**src/rtl/sitbd_pkg.sv**
```systemverilog
// sitbd_pkg: shared types, constants and the symbol lookup for the
// signed integer to base digits converter. No dependencies.
package sitbd_pkg;

  localparam int CFG_ADDR_W  = 5;
  localparam int CFG_DATA_W  = 64;
  localparam int BASE_SIZE_W = 5;
  localparam int SYMBOL_W    = 8;
  localparam int SYM_DIGIT_W = 4;
  localparam int ALPHABET_W  = 128;

  // register index, taken from paddr[4:3]
  localparam logic [1:0] REG_BASE_SIZE     = 2'd0;
  localparam logic [1:0] REG_ALPHABET_LOW  = 2'd1;
  localparam logic [1:0] REG_ALPHABET_HIGH = 2'd2;

  localparam logic [BASE_SIZE_W-1:0] BASE_SIZE_RESET     = 5'd10;
  localparam logic [CFG_DATA_W-1:0]  ALPHABET_LOW_RESET  = 64'h3736353433323130;
  localparam logic [CFG_DATA_W-1:0]  ALPHABET_HIGH_RESET = 64'h0000000000003938;

  localparam logic [SYMBOL_W-1:0] MINUS_SIGN = 8'h2D;

  typedef struct packed {
    logic                   load;
    logic                   neg;
    logic                   push;
    logic [SYM_DIGIT_W-1:0] digit;
    logic                   flush;
  } emit_ctrl_t;

  function automatic logic [SYMBOL_W-1:0] sym_lookup(
    input logic [ALPHABET_W-1:0]  alphabet,
    input logic [SYM_DIGIT_W-1:0] digit
  );
    sym_lookup = alphabet[{digit, 3'b000} +: SYMBOL_W];
  endfunction

endpackage

```
**src/rtl/sitbd_cfg.sv**
```systemverilog
// sitbd_cfg: APB-style register file for radix and alphabet, with radix clamp.
// Depends on sitbd_pkg.
module sitbd_cfg #(
  parameter int MAX_RADIX = 16,
  parameter int RADIX_W   = 5
) (
  input  logic                                 clk,
  input  logic                                 rst,
  input  logic                                 psel,
  input  logic                                 penable,
  input  logic                                 pwrite,
  input  logic [sitbd_pkg::CFG_ADDR_W-1:0]     paddr,
  input  logic [sitbd_pkg::CFG_DATA_W-1:0]     pwdata,
  output logic [sitbd_pkg::CFG_DATA_W-1:0]     prdata,
  output logic                                 pready,
  output logic [RADIX_W-1:0]                   radix,
  output logic [sitbd_pkg::ALPHABET_W-1:0]     alphabet
);
  import sitbd_pkg::*;

  logic [BASE_SIZE_W-1:0] base_size;
  logic [CFG_DATA_W-1:0]  alphabet_low;
  logic [CFG_DATA_W-1:0]  alphabet_high;
  logic [1:0]             reg_idx;
  logic                   wr;

  assign pready  = 1'b1;
  assign reg_idx = paddr[4:3];
  assign wr      = psel && penable && pwrite && pready;

  always_ff @(posedge clk) begin
    if (rst) begin
      base_size     <= BASE_SIZE_RESET;
      alphabet_low  <= ALPHABET_LOW_RESET;
      alphabet_high <= ALPHABET_HIGH_RESET;
    end else if (wr) begin
      case (reg_idx)
        REG_BASE_SIZE:     base_size     <= pwdata[BASE_SIZE_W-1:0];
        REG_ALPHABET_LOW:  alphabet_low  <= pwdata;
        REG_ALPHABET_HIGH: alphabet_high <= pwdata;
        default: ;
      endcase
    end
  end

  always_comb begin
    case (reg_idx)
      REG_BASE_SIZE:     prdata = CFG_DATA_W'(base_size);
      REG_ALPHABET_LOW:  prdata = alphabet_low;
      REG_ALPHABET_HIGH: prdata = alphabet_high;
      default:           prdata = '0;
    endcase
  end

  always_comb begin
    if (base_size < BASE_SIZE_W'(2)) begin
      radix = RADIX_W'(2);
    end else if (base_size > BASE_SIZE_W'(MAX_RADIX)) begin
      radix = RADIX_W'(MAX_RADIX);
    end else begin
      radix = RADIX_W'(base_size);
    end
  end

  assign alphabet = {alphabet_high, alphabet_low};

endmodule

```
**src/rtl/sitbd_div.sv**
```systemverilog
// sitbd_div: bit-serial restoring divider by a small radix, one quotient bit
// per cycle; the quotient stays in place for the next digit. No dependencies.
module sitbd_div #(
  parameter int VALUE_BITS = 32,
  parameter int RADIX_W    = 5,
  parameter int REM_W      = 4
) (
  input  logic                  clk,
  input  logic                  rst,
  input  logic                  load,
  input  logic [VALUE_BITS-1:0] mag,
  input  logic                  run,
  input  logic [RADIX_W-1:0]    radix,
  output logic                  done,
  output logic [REM_W-1:0]      digit,
  output logic                  quot_nz
);

  localparam int CNT_W = $clog2(VALUE_BITS);

  logic [VALUE_BITS-1:0] quot;
  logic [REM_W-1:0]      rem;
  logic [CNT_W-1:0]      cnt;
  logic                  nz;
  logic [REM_W:0]        trial;
  logic [REM_W:0]        divisor;
  logic                  ge;
  logic [REM_W-1:0]      rem_next;

  assign trial    = {rem, quot[VALUE_BITS-1]};
  assign divisor  = (REM_W+1)'(radix);
  assign ge       = trial >= divisor;
  assign rem_next = ge ? REM_W'(trial - divisor) : REM_W'(trial);
  assign done     = run && (cnt == CNT_W'(VALUE_BITS - 1));
  assign digit    = rem_next;
  assign quot_nz  = nz || ge;

  always_ff @(posedge clk) begin
    if (rst) begin
      cnt <= '0;
      nz  <= 1'b0;
      rem <= '0;
    end else if (load) begin
      cnt <= '0;
      nz  <= 1'b0;
      rem <= '0;
    end else if (run) begin
      if (done) begin
        cnt <= '0;
        nz  <= 1'b0;
        rem <= '0;
      end else begin
        cnt <= cnt + CNT_W'(1);
        nz  <= quot_nz;
        rem <= rem_next;
      end
    end
  end

  always_ff @(posedge clk) begin
    if (load) begin
      quot <= mag;
    end else if (run) begin
      quot <= {quot[VALUE_BITS-2:0], ge};
    end
  end

endmodule

```
**src/rtl/sitbd_emit.sv**
```systemverilog
// sitbd_emit: digit stack (shift register, last pushed on top), sign flag and
// output register with symbol lookup. Depends on sitbd_pkg.
module sitbd_emit #(
  parameter int VALUE_BITS = 32
) (
  input  logic                              clk,
  input  logic                              rst,
  input  sitbd_pkg::emit_ctrl_t             ctrl,
  input  logic [sitbd_pkg::ALPHABET_W-1:0]  alphabet,
  output logic                              busy,
  output logic                              out_valid,
  input  logic                              out_stall,
  output logic [sitbd_pkg::SYMBOL_W-1:0]    symbol,
  output logic                              last
);
  import sitbd_pkg::*;

  localparam int CNT_W = $clog2(VALUE_BITS + 1);

  logic [SYM_DIGIT_W-1:0] stack [VALUE_BITS];
  logic [CNT_W-1:0]       count;
  logic                   sign_pend;
  logic                   step;
  logic                   pop;

  assign busy = sign_pend || (count != '0);
  assign step = ctrl.flush && (!out_valid || !out_stall) && busy;
  assign pop  = step && !sign_pend;

  always_ff @(posedge clk) begin
    if (rst) begin
      out_valid <= 1'b0;
      count     <= '0;
      sign_pend <= 1'b0;
    end else begin
      if (step) begin
        out_valid <= 1'b1;
      end else if (out_valid && !out_stall) begin
        out_valid <= 1'b0;
      end
      if (ctrl.load) begin
        sign_pend <= ctrl.neg;
      end else if (step && sign_pend) begin
        sign_pend <= 1'b0;
      end
      if (ctrl.push) begin
        count <= count + CNT_W'(1);
      end else if (pop) begin
        count <= count - CNT_W'(1);
      end
    end
  end

  always_ff @(posedge clk) begin
    if (step) begin
      if (sign_pend) begin
        symbol <= MINUS_SIGN;
        last   <= 1'b0;
      end else begin
        symbol <= sym_lookup(alphabet, stack[0]);
        last   <= (count == CNT_W'(1));
      end
    end
  end

  always_ff @(posedge clk) begin
    if (ctrl.push) begin
      stack[0] <= ctrl.digit;
      for (int i = 1; i < VALUE_BITS; i++) begin
        stack[i] <= stack[i-1];
      end
    end else if (pop) begin
      for (int i = 0; i < VALUE_BITS - 1; i++) begin
        stack[i] <= stack[i+1];
      end
    end
  end

endmodule

```
**src/rtl/signed_int_to_base_digits_top.sv**
```systemverilog
// signed_int_to_base_digits_top: converts a signed integer to radix text,
// one character per output request. Uses sitbd_pkg, sitbd_cfg, sitbd_div, sitbd_emit.
//
//   channel | signals                                   | carries
//   in      | in_valid, in_stall, value                 | one integer per request
//   out     | out_valid, out_stall, symbol, last        | one character per request
//   cfg     | psel, penable, pwrite, paddr, pwdata, ... | base_size, alphabet_low/high
//
// one item goes through serial division, one digit per pass over all VALUE_BITS bits,
// then one character per output step, then the handoff back to idle.
// the divider retires one quotient bit per cycle; that loop sets the rate.
// a new item is taken once the previous text has been moved to the output register;
// out_stall on a waiting character holds the output and so delays the next item.
// in_stall is high during reset, which restores radix 10 and the "0123456789" alphabet.
module signed_int_to_base_digits_top #(
  parameter int MAX_RADIX  = 16,
  parameter int VALUE_BITS = 32
) (
  input  logic                              clk,
  input  logic                              rst,
  input  logic                              in_valid,
  output logic                              in_stall,
  input  logic signed [VALUE_BITS-1:0]      value,
  output logic                              out_valid,
  input  logic                              out_stall,
  output logic [sitbd_pkg::SYMBOL_W-1:0]    symbol,
  output logic                              last,
  input  logic                              psel,
  input  logic                              penable,
  input  logic                              pwrite,
  input  logic [sitbd_pkg::CFG_ADDR_W-1:0]  paddr,
  input  logic [sitbd_pkg::CFG_DATA_W-1:0]  pwdata,
  output logic [sitbd_pkg::CFG_DATA_W-1:0]  prdata,
  output logic                              pready
);
  import sitbd_pkg::*;

  localparam int RADIX_W = $clog2(MAX_RADIX + 1);
  localparam int REM_W   = $clog2(MAX_RADIX);

  localparam logic [1:0] ST_IDLE = 2'd0;
  localparam logic [1:0] ST_DIV  = 2'd1;
  localparam logic [1:0] ST_EMIT = 2'd2;

  logic [1:0]            state;
  logic [1:0]            state_next;
  logic [RADIX_W-1:0]    radix;
  logic [ALPHABET_W-1:0] alphabet;
  logic                  accept;
  logic                  negative;
  logic [VALUE_BITS-1:0] mag;
  logic                  div_run;
  logic                  div_done;
  logic [REM_W-1:0]      div_digit;
  logic                  quot_nz;
  logic                  emit_busy;
  emit_ctrl_t            ctrl;

  assign in_stall = rst || (state != ST_IDLE);
  assign accept   = in_valid && !in_stall;
  assign negative = value[VALUE_BITS-1];
  assign mag      = negative ? VALUE_BITS'(-value) : VALUE_BITS'(value);
  assign div_run  = (state == ST_DIV);

  always_comb begin
    ctrl.load  = accept;
    ctrl.neg   = negative;
    ctrl.push  = div_done;
    ctrl.digit = SYM_DIGIT_W'(div_digit);
    ctrl.flush = (state == ST_EMIT);
  end

  always_comb begin
    state_next = state;
    case (state)
      ST_IDLE: if (accept) state_next = ST_DIV;
      ST_DIV:  if (div_done && !quot_nz) state_next = ST_EMIT;
      ST_EMIT: if (!emit_busy) state_next = ST_IDLE;
      default: state_next = ST_IDLE;
    endcase
  end

  always_ff @(posedge clk) begin
    if (rst) begin
      state <= ST_IDLE;
    end else begin
      state <= state_next;
    end
  end

  sitbd_cfg #(
    .MAX_RADIX (MAX_RADIX),
    .RADIX_W   (RADIX_W)
  ) u_cfg (
    .clk      (clk),
    .rst      (rst),
    .psel     (psel),
    .penable  (penable),
    .pwrite   (pwrite),
    .paddr    (paddr),
    .pwdata   (pwdata),
    .prdata   (prdata),
    .pready   (pready),
    .radix    (radix),
    .alphabet (alphabet)
  );

  sitbd_div #(
    .VALUE_BITS (VALUE_BITS),
    .RADIX_W    (RADIX_W),
    .REM_W      (REM_W)
  ) u_div (
    .clk     (clk),
    .rst     (rst),
    .load    (accept),
    .mag     (mag),
    .run     (div_run),
    .radix   (radix),
    .done    (div_done),
    .digit   (div_digit),
    .quot_nz (quot_nz)
  );

  sitbd_emit #(
    .VALUE_BITS (VALUE_BITS)
  ) u_emit (
    .clk       (clk),
    .rst       (rst),
    .ctrl      (ctrl),
    .alphabet  (alphabet),
    .busy      (emit_busy),
    .out_valid (out_valid),
    .out_stall (out_stall),
    .symbol    (symbol),
    .last      (last)
  );

endmodule
```
**config.mk**
```make
export PLATFORM = sky130hd
export DESIGN_NAME = signed_int_to_base_digits_top
export DESIGN_NICKNAME = d
export VERILOG_FILES = /design/src/rtl/sitbd_pkg.sv /design/src/rtl/sitbd_cfg.sv /design/src/rtl/sitbd_div.sv /design/src/rtl/sitbd_emit.sv /design/src/rtl/signed_int_to_base_digits_top.sv
export SDC_FILE = /design/constraint.sdc
export NUM_CORES = 1
export LEC_CHECK = 0
export BUFFER_PORTS_ARGS = -buffer_cell sky130_fd_sc_hd__buf_2
export CORE_UTILIZATION = 40
export DETAILED_ROUTE_END_ITERATION = 10
export HOLD_SLACK_MARGIN = 0.12
export PLACE_DENSITY = 0.58
export SYNTH_ARGS = -nofsm -noshare
export SYNTH_HDL_FRONTEND = slang
export SYNTH_SLANG_ARGS = --single-unit
```
**constraint.sdc**
```tcl
create_clock -name clk -period 6.9 [get_ports clk]
set_input_delay 1.38 -clock clk [delete_from_list [all_inputs] [get_ports clk]]
set_output_delay 1.38 -clock clk [all_outputs]
set_load 0.02 [all_outputs]
```
==> results of run 1 <==
-- power by group through the flow --
stage	logic, mW	registers [mW]	clock network, mW
final	0.259	2.07	1.93
after global routing	0.286	2.07	2.05
after CTS	0.260	2.07	1.98
after global placement	0.255	2.11	0
after floorplan	0.157	2.10	0
after detailed placement	0.259	2.11	0
-- sequential cells by signal, summed over array words and instances, names as in the netlist, 2 cells and up --
signal               flops
u_emit.count             6
u_cfg.alphabet_low      64
u_emit.stack           128
state                    2
u_emit.symbol            8
u_div.quot              32
u_cfg.base_size          5
u_div.rem                4
u_div.cnt                5
u_cfg.alphabet_high     64
-- per-layer routing --
layer	up-vias	GRT usage [%]
li1	5875	-
met1	5800	28.90
met3	60	3.439
met4	2	6.718
met5	-	0
met2	320	31.03
-- how the worst min path moves through the flow --
stage	from	endpoint	slack, ns	cells after the start
after floorplan	u_emit.stack[1][56]$_DFFE_PP_	u_emit.stack[1][60]$_DFFE_PP_	0.43	0
after global placement	u_emit.stack[1][59]$_DFFE_PP_	u_emit.stack[1][63]$_DFFE_PP_	0.43	0
after detailed placement	u_emit.stack[1][59]$_DFFE_PP_	u_emit.stack[1][63]$_DFFE_PP_	0.43	0
after CTS	u_emit.stack[1][59]$_DFFE_PP_	u_emit.stack[1][63]$_DFFE_PP_	0.45	0
after global routing	u_emit.stack[1][59]$_DFFE_PP_	u_emit.stack[1][63]$_DFFE_PP_	0.46	0
final	u_emit.stack[1][59]$_DFFE_PP_	u_emit.stack[1][63]$_DFFE_PP_	0.45	0
-- cell type report --
cell class              count  share of cell area, %
multi-input cells        1182                  37.32
diodes                      5                0.07082
repair buffers            195                  5.765
flip-flops and latches    322                  46.06
clock inverters            12                 0.5878
well taps                 511                  3.619
inverters                  17                 0.3612
clock buffers              58                  6.218
-- worst register-to-register path: stages, from the launching register on --
cell	delay [ns]
dfxtp_1	0.40
ha_1	0.20
and3_1	0.16
ha_1	0.23
nand2_2	0.64
nand2_4	1.06
buf_4	0.75
-- per-stage QoR --
step | power [mW] | utilization (%) | std cells
2_1_floorplan | 2.258 | - | 1629
3_3_place_gp | 2.361 | 43.89 | 2227
3_5_place_dp | 2.367 | 43.89 | 2227
4_1_cts | 4.303 | 47.09 | 2297
5_1_grt | 4.412 | 47.11 | 2300
6_report | 4.254 | 47.13 | 2302
-- cell usage in the layout (no fill, tap or decap), drive strengths merged, types with 26 or more instances in the layout --
cell type and instances:
nand2 675, nor2 37, clkbuf 58, a22o 59
dfxtp 153, a21oi 112, mux2i 26, mux4 32
nand3b 37, buf 195, edfxtp 169, o21ai 50
-- cells by family (layout without fill, tap and decap cells) --
family          after synthesis  after routing  synth area share (%)
other cells                   1              6               0.02468
xor+xnor                     30             30                 1.729
compound gates              265            265                 11.09
simple gates                810            810                 22.36
fa+ha+maj                    12             12                 1.037
buf+inv                     125            282                 3.302
mux                          64             64                 6.900
flops                       322            322                 53.55
==> metrics.txt, run 1 <==
largest area contributor in the netlist edfxtp_1; storage element area 8138 sq um; Rows 71; area growth from synthesis to layout 16.26%; initial antenna violation count 5; Power Dens Cells 240.8 nW/um^2; Crit path required time 5.52 ns; most frequent cell after synthesis nand2_1; P_sw 0.9688 mW; Most used DFF post-synth edfxtp_1; top routing layer used met5; R2R Path End u_emit.stack[0][42]$_DFFE_PP_; CTS Buffer Depth 3; fmax 0.2071 GHz; CTS tree yes; delay-heaviest family, CP simple AND/OR/NAND/NOR gates; Seq pwr share 48.6%; via count 12057; CP max stage cell nor2b_4; first-pass GRT wire length 62570 um; actual slew at the worst max-slew pin 1.137 ns; final slew viol count 0; share of the synthesized area in the top cell type 33.40%; Crit path depth 5; initial core utilization 40.53%; HP Class flop to flop; wire length on met1 18490 um; HPWL Detailed 25160 um; Avg Vias per Cell 5.238; I/O Pins 184; Critical Path, Cell by Cell buf_2 > nor2b_4 > buf_4 > a22o_1 > buf_2; Max Cap Violations 0; metal2 WL 17390 um; WL final 38810 um; Worst Setup EP prdata[28]; count of final setup violators 0; port buffer count 179; Syn Inst Count 1629; Hold Slack 0.4458 ns; most used cell, CP buf_2; fill cell instance count of the final layout 3656; Die Wd 196.9 um; Syn. warnings 0; CTS buffer count 38; multi-input logic area 6593 sq um; clock root buffer clkbuf_16; status completed; buffers inserted by post-CTS timing repair 0; Final WS setup 2.070 ns; met3 WL 2033 um; Max transition margin 23.95%; synth top area cells edfxtp_1, dfxtp_1, nand2_1; post-synth net total 1749; asr flop ratio synth 0%; Crit Path Max Fanout 37; Critical Path AT 3.45 ns; worst reg2reg path depth 6; post-route ant nets 0; Mapped Area 15200 sq um; DR WL/cell 16.86 um; Worst Skew 0.03056 ns; min cycle time layout 4.830 ns; VDD IR max 0.1571 mV; Synth cell types 58; Total Nets Final 1876; Avg Inst Size Synth 9.328 sq um; layout cells sized above 1 17.02%; LEAKAGE 7.133 nW; CTS Hold Buffers Added 0; H-tree depth 2; Die Y 196.9 um; clk slew on worst S/H paths 0.06 ns; EDFF count, synth 169; final hold viol count 0; global route overflow 0; worst path bufs/invs 3; Crit Path Class input pin to primary output; reg-to-reg startpoint u_div.cnt[0]$_SDFFE_PP0P_; Seq/Total Area, Yosys 53.55%; full die area 38770 sq um; Cell Area, Placed 16450 sq um; P_int 3.285 mW; 1st-pass router iterations 5; synthesized flop and latch total 322; Tot GR Track Use 20.23%; Logic pwr share 6.1%; Residual DRC 0; Post-CTS Resized 0; CP Capture Type primary output; crit-path max cell delay 0.91 ns; RSZ-0062 raised after global routing no; # clock sinks 322; core area 37490 sq um; number of global-route vias before repair 11730; Final period util 69.99%; Net Sw Frac 22.78%; Worst-Skew Late Latency 0.54 ns; final instance area 17670 sq um; synth cell count leaders nand2_1, edfxtp_1, dfxtp_1; Setup TNS Final 0 ns; pre-CTS setup slack 2.117 ns; r2r setup slk 3.03 ns; routability cong. 0.8134; Worst Setup SP paddr[4]; DRT iter0 DRCs 822; largest net degree at the start of global routing 93; clock power share 45.3%; startpoint types input pin
No activity file was read; power rests on OpenSTA's default activity.
==> run 2: changes to the inputs <==
ABC_AREA = 1   (was unset)
clock period = 4.6 ns   (was 6.9 ns; I/O delays follow)
==> metrics.txt, run 2 <==
status completed; Residual DRC 0 (unchanged); global route overflow 0 (unchanged); full die area 39340 sq um (+1.5%); R2R Path End u_emit.count[4]$_SDFFE_PP0P_; routability cong. 0.8456 (+4.0%); Most used DFF post-synth edfxtp_1; LEAKAGE 7.547 nW (+5.8%); Worst Skew 0.02849 ns (-0.002066 ns); H-tree depth 2 (unchanged); Crit path required time 3.68 ns (-1.84 ns); Max Cap Violations 0 (unchanged); Cell Area, Placed 16590 sq um (+0.81%); Post-Place Cells 2467 (+11%); Total Nets Final 2116 (+13%); CTS Hold Buffers Added 0 (unchanged); post-route ant nets 0 (unchanged); biggest registers after layout u_emit.stack x128, u_cfg.alphabet_high x64, u_cfg.alphabet_low x64; Setup TNS Final 0 ns (unchanged); Crit Path Class input pin to primary output; CTS tree yes; max FFs per register 128 (unchanged); Seq pwr share 47.6% (-1.0 points); synthesized flop and latch total 322 (unchanged); I/O Pins 184 (unchanged); CP Capture Type primary output; most frequent cells in the layout nand2_1, o21ai_0, inv_1; # clock sinks 322 (unchanged); asr flop ratio synth 0% (unchanged); Avg Vias per Cell 5.163 (-1.4%); actual slew at the worst max-slew pin 1.279 ns (+0.1426 ns); Worst-Skew Late Latency 0.53 ns (about the same); Mapped Area 15420 sq um (+1.5%); final instance area 17830 sq um (+0.94%); clock power share 46.1% (+0.8 points); port buffer count 179 (unchanged); Avg Inst Size Synth 8.225 sq um (-12%); Post-CTS Resized 0 (unchanged); Power Dens Cells 364.8 nW/um^2 (+52%); final slew viol count 0 (unchanged); Final Non-Filler Cells 2537 (+10%); startpoint types input pin; Tot GR Track Use 21.51% (+1.3 points); Die Y 198.4 um (+0.73%); Syn. warnings 0 (unchanged); largest net degree at the start of global routing 134 (+44%); DR WL/cell 16.67 um (-1.1%); count of final setup violators 0 (unchanged); initial antenna violation count 6 (+1); HPWL Detailed 28680 um (+14%); share of the synthesized area in the top cell type 32.91% (-0.49 points); worst hold start u_emit.stack[1][58]$_DFFE_PP_; HP Class flop to flop; via count 13099 (+8.6%); Hold Path End u_emit.stack[1][62]$_DFFE_PP_; r2r setup slk 1.91 ns (-1.12 ns); Final period util 71.22%; Net Sw Frac 22.49% (-0.29 points); 1st-pass router iterations 5 (unchanged); WL final 42290 um (+9.0%); EDFF count, synth 169 (unchanged); synth cell count leaders nand2_1, o21ai_0, inv_1; Rows 71 (unchanged); synth top area cells edfxtp_1, dfxtp_1, nand2_1; fmax 0.3052 GHz; layout cells sized above 1 13.39% (-3.6 points); clock root buffer clkbuf_16; Biggest register u_emit.stack; pre-CTS setup slack 1.325 ns (-0.7924 ns); P_sw 1.463 mW (+51%); Logic pwr share 6.3% (+0.2 points); final hold viol count 0 (unchanged); clk slew on worst S/H paths 0.05 ns (about the same); min cycle time layout 3.276 ns; Critical Path AT 2.36 ns (-1.09 ns); most frequent cell after synthesis nand2_1; P_int 5.042 mW (+53%); most common cell after layout, fill and taps aside nand2_1; post-synth net total 1995 (+14%); Crit Path Max Fanout 28 (-24%); Total Power 6.505 mW (+53%); worst reg2reg path depth 9 (+3); first-pass GRT wire length 66990 um (+7.1%); area growth from synthesis to layout 15.63%; VDD IR max 0.1918 mV (+22%); CTS Buffer Depth 3 (unchanged); Synth cell types 34 (-41%); buffers inserted by post-CTS timing repair 0 (unchanged); DRT iter0 DRCs 878 (+6.8%); Syn Inst Count 1875 (+15%); Max transition margin 14.71% (-9.2 points); Die Wd 198.4 um (+0.73%); initial core utilization 40.75% (+0.22 points); largest area contributor in the netlist edfxtp_1; RSZ-0062 raised after global routing no; reg-to-reg startpoint u_div.cnt[0]$_SDFFE_PP0P_; Final WS setup 1.324 ns (-0.7465 ns); number of global-route vias before repair 12473 (+6.3%); Hold Path Stages 0 (unchanged); core area 37840 sq um (+0.95%); Seq/Total Area, Yosys 52.77% (-0.79 points); CTS buffer count 38 (unchanged)
==> run 2: changes by cell type after synthesis, moves of 12 or more <==
cell / previous run / this run
nand2_1: 675 / 439
o21ai_0: 33 / 229
inv_1: 16 / 184
nand3_1: 2 / 128
nor2_1: 37 / 125
o211ai_1: 0 / 55
a22o_1: 59 / 18
nand3b_1: 37 / 1
mux4_2: 32 / 0
o22ai_1: 7 / 38
mux2i_1: 26 / 0
a21oi_1: 112 / 124
buf_1: 20 / 8
==> run 2: how the worst max path moves through the flow <==
| stage | from | endpoint | depth (start not counted) |
|---|---|---|---|
| 6_report | paddr[4] | prdata[30] | 7 |
| 5_1_grt | paddr[3] | prdata[1] | 7 |
| 4_1_cts | paddr[4] | prdata[30] | 7 |
| 3_5_place_dp | paddr[4] | prdata[30] | 7 |
| 3_3_place_gp | paddr[4] | prdata[30] | 7 |
| 2_1_floorplan | out_stall | u_emit.count[3]$_SDFFE_PP0P_ | 8 |
==> run 2: cell families after synthesis <==
family / synth area share (%)
adder cells (fa/ha/maj): 1.022
AO/OA/AOI/OAI: 17.65
AND/OR/NAND/NOR: 19.03
flip-flops: 52.77
buffers and inverters: 8.373
other: 0.02432
XOR/XNOR: 1.136
==> run 2: critical path: stages <==
cell	delay (ns)
buf_2	0.13
inv_2	0.07
nor2_4	0.03
inv_2	0.48
buf_4	0.36
o22ai_1	0.14
buf_2	0.20
==> run 2: layer usage <==
layer | vias to the layer above | track usage (%) | share of wire [%]
met5 | - | 0 | 0.097
met2 | 308 | 36.60 | 48
li1 | 6583 | - | -
met1 | 6115 | 26.76 | 43
met4 | 8 | 9.101 | 4.0
met3 | 85 | 3.747 | 5.4
==> run 2: layout make-up <==
| type | count | area (sq um) |
|---|---|---|
| Clock buffer | 65 | 1174 |
| Sequential cell | 322 | 8138 |
| Antenna cell | 2 | 5.005 |
| Clock inverter | 3 | 68.82 |
| Tap cell | 511 | 639.4 |
| Multi-Input combinational cell | 1240 | 6003 |
| Fill cell | 3766 | 20010 |
| Timing Repair Buffer | 196 | 1061 |
| Inverter | 198 | 744.5 |
==> run 2: power by group through the flow <==
stage / combinational (mW) / sequential (mW) / clock [mW]
after CTS: 0.409 / 3.10 / 3.07
after detailed placement: 0.408 / 3.16 / 0
after global routing: 0.456 / 3.10 / 3.18
after global placement: 0.404 / 3.16 / 0
final: 0.407 / 3.10 / 3.00
after floorplan: 0.249 / 3.15 / 0
==> run 2: through the flow <==
| step | utilization [%] | hold WS [ns] |
|---|---|---|
| final | 47.12 | 0.4545 |
| after detailed placement | 43.83 | 0.4467 |
| after global placement | 43.83 | 0.4327 |
| after floorplan | - | 0.4268 |
| after global routing | 47.12 | 0.4746 |
| after CTS | 47.11 | 0.4524 |
==> run 3: changes to the inputs <==
ABC_AREA = 0   (was 1)
clock period = 3.3 ns   (was 4.6 ns; I/O delays follow)
==> metrics.txt, run 3 (synthesis gave the netlist of run 1 again) <==
Final period util 82.64%; port buffer count 179 (unchanged); Avg Vias per Cell 5.227 (+1.2%); clk slew on worst S/H paths 0.06 ns (about the same); final slew viol count 0 (unchanged); most common cell after layout, fill and taps aside nand2_1; CTS tree yes; CTS Buffer Depth 3 (unchanged); via count 12090 (-7.7%); HP Class input pin to flop; DRT iter0 DRCs 873 (-0.57%); Die Y 196.9 um (-0.73%); min cycle time layout 2.727 ns; count of final setup violators 0 (unchanged); actual slew at the worst max-slew pin 0.8426 ns (-0.4368 ns); most frequent cells in the layout nand2_1, buf_2, edfxtp_1; post-route ant nets 0 (unchanged); Post-CTS Resized 0 (unchanged); Setup TNS Final 0 ns (unchanged); layout cells sized above 1 18.21% (+4.8 points); Final Non-Filler Cells 2313 (-8.8%); # clock sinks 322 (unchanged); HPWL Detailed 25290 um (-12%); Crit Path Max Fanout 16 (-43%); first-pass GRT wire length 61810 um (-7.7%); RSZ-0062 raised after global routing no; Die Wd 196.9 um (-0.73%); WL final 38680 um (-8.5%); CP Capture Type primary output; core area 37490 sq um (-0.94%); r2r setup slk 0.83 ns (-1.08 ns); multi-input logic area 6590 sq um (+9.8%); routability cong. 0.7950 (-6.0%); CTS buffer count 38 (unchanged); fmax 0.3667 GHz; Final WS setup 0.5730 ns (-0.7509 ns); LEAKAGE 7.337 nW (-2.8%); max FFs per register 128 (unchanged); 1st-pass router iterations 5 (unchanged); final hold viol count 0 (unchanged); Biggest register u_emit.stack; CTS Hold Buffers Added 0 (unchanged); Power Dens Cells 535.8 nW/um^2 (+47%); Critical Path AT 2.07 ns (-0.29 ns); Worst-Skew Late Latency 0.56 ns (+0.03 ns); Max Cap Violations 0 (unchanged); Residual DRC 0 (unchanged); Rows 71 (unchanged); biggest registers after layout u_emit.stack x128, u_cfg.alphabet_high x64, u_cfg.alphabet_low x64; number of global-route vias before repair 11549 (-7.4%); pre-CTS setup slack 0.6180 ns (-0.7069 ns); initial core utilization 40.53% (-0.22 points); DR WL/cell 16.72 um (+0.32%); Post-Place Cells 2237 (-9.3%); clock root buffer clkbuf_16; largest net degree at the start of global routing 86 (-36%); global route overflow 0 (unchanged); Worst Skew 0.03383 ns (+0.005340 ns); I/O Pins 184 (unchanged); storage element area 8138 sq um (unchanged); full die area 38770 sq um (-1.5%); Crit Path Class input pin to primary output; buffers inserted by post-CTS timing repair 0 (unchanged); VDD IR max 0.3233 mV (+69%); Tot GR Track Use 20.01% (-1.5 points); initial antenna violation count 7 (+1); Hold Slack 0.3460 ns (-0.1085 ns); startpoint types input pin; fill cell instance count of the final layout 3667 (-2.6%); Crit path required time 2.64 ns (-1.04 ns); status completed; Total Nets Final 1886 (-11%); area growth from synthesis to layout 19.17%; Max transition margin 43.83% (+29 points); H-tree depth 2 (unchanged)
run 3: cell types whose count changed in the layout (fill, tap and decap cells not counted), moves of 32 or more:
cell and change:
inv_1 -167, nor2_1 -88, o21ai_0 -196, nand3b_1 +36, o211ai_1 -55, nand3_1 -126
a22o_1 +41, nand2_1 +236, mux4_2 +32
run 3: critical path, stage by stage:
cell and delay, ns:
buf_2 0.21, nor2b_4 0.58, buf_12 0.23, nand2_1 0.08, o21ai_0 0.08, buf_2 0.22
run 3: final cells by class:
cell class	count	area share, %
timing repair buffer	205	6.730
inverter	17	0.3524
tap	511	3.531
sequential	322	44.94
antenna	6	0.08291
clock inverter	25	2.349
multi-input combinational	1182	36.39
clock buffer	45	5.624
run 3: through the flow:
| step | util [%] | total power, mW | area [sq um] |
|---|---|---|---|
| global placement | 44.41 | 4.954 | 16650 |
| CTS | 48.26 | 9.812 | 18090 |
| global route | 48.30 | 10.04 | 18110 |
| finish | 48.30 | 9.703 | 18110 |
| floorplan | - | 4.721 | 15200 |
| detailed placement | 44.41 | 4.964 | 16650 |
run 3: power by group:
group,switching (mW),internal (mW),total (mW)
Clock,1.74,3.08,4.82
Combinational,0.345,0.212,0.557
Sequential,0.0403,4.28,4.32
Total,2.13,7.58,9.70
run 3: path summary, 6_finish.rpt:
| kind | start | end | cells after the start |
|---|---|---|---|
| hold / removal | pwdata[13] | u_cfg.alphabet_high[13]$_SDFFE_PP1P_ | 3 |
| setup reg to reg | u_emit.sign_pend$_SDFFE_PP0P_ | u_emit.count[1]$_SDFFE_PP0P_ | 6 |
| setup / recovery | paddr[4] | prdata[1] | 6 |
| hold reg to reg | u_emit.stack[1][58]$_DFFE_PP_ | u_emit.stack[1][62]$_DFFE_PP_ | 0 |
run 3: routing by layer:
| layer | share of wire [%] | GRT usage (%) |
|---|---|---|
| met5 | 0 | 0 |
| met4 | 2.7 | 7.178 |
| met3 | 6.1 | 3.816 |
| met2 | 45 | 31.11 |
| met1 | 46 | 27.78 |
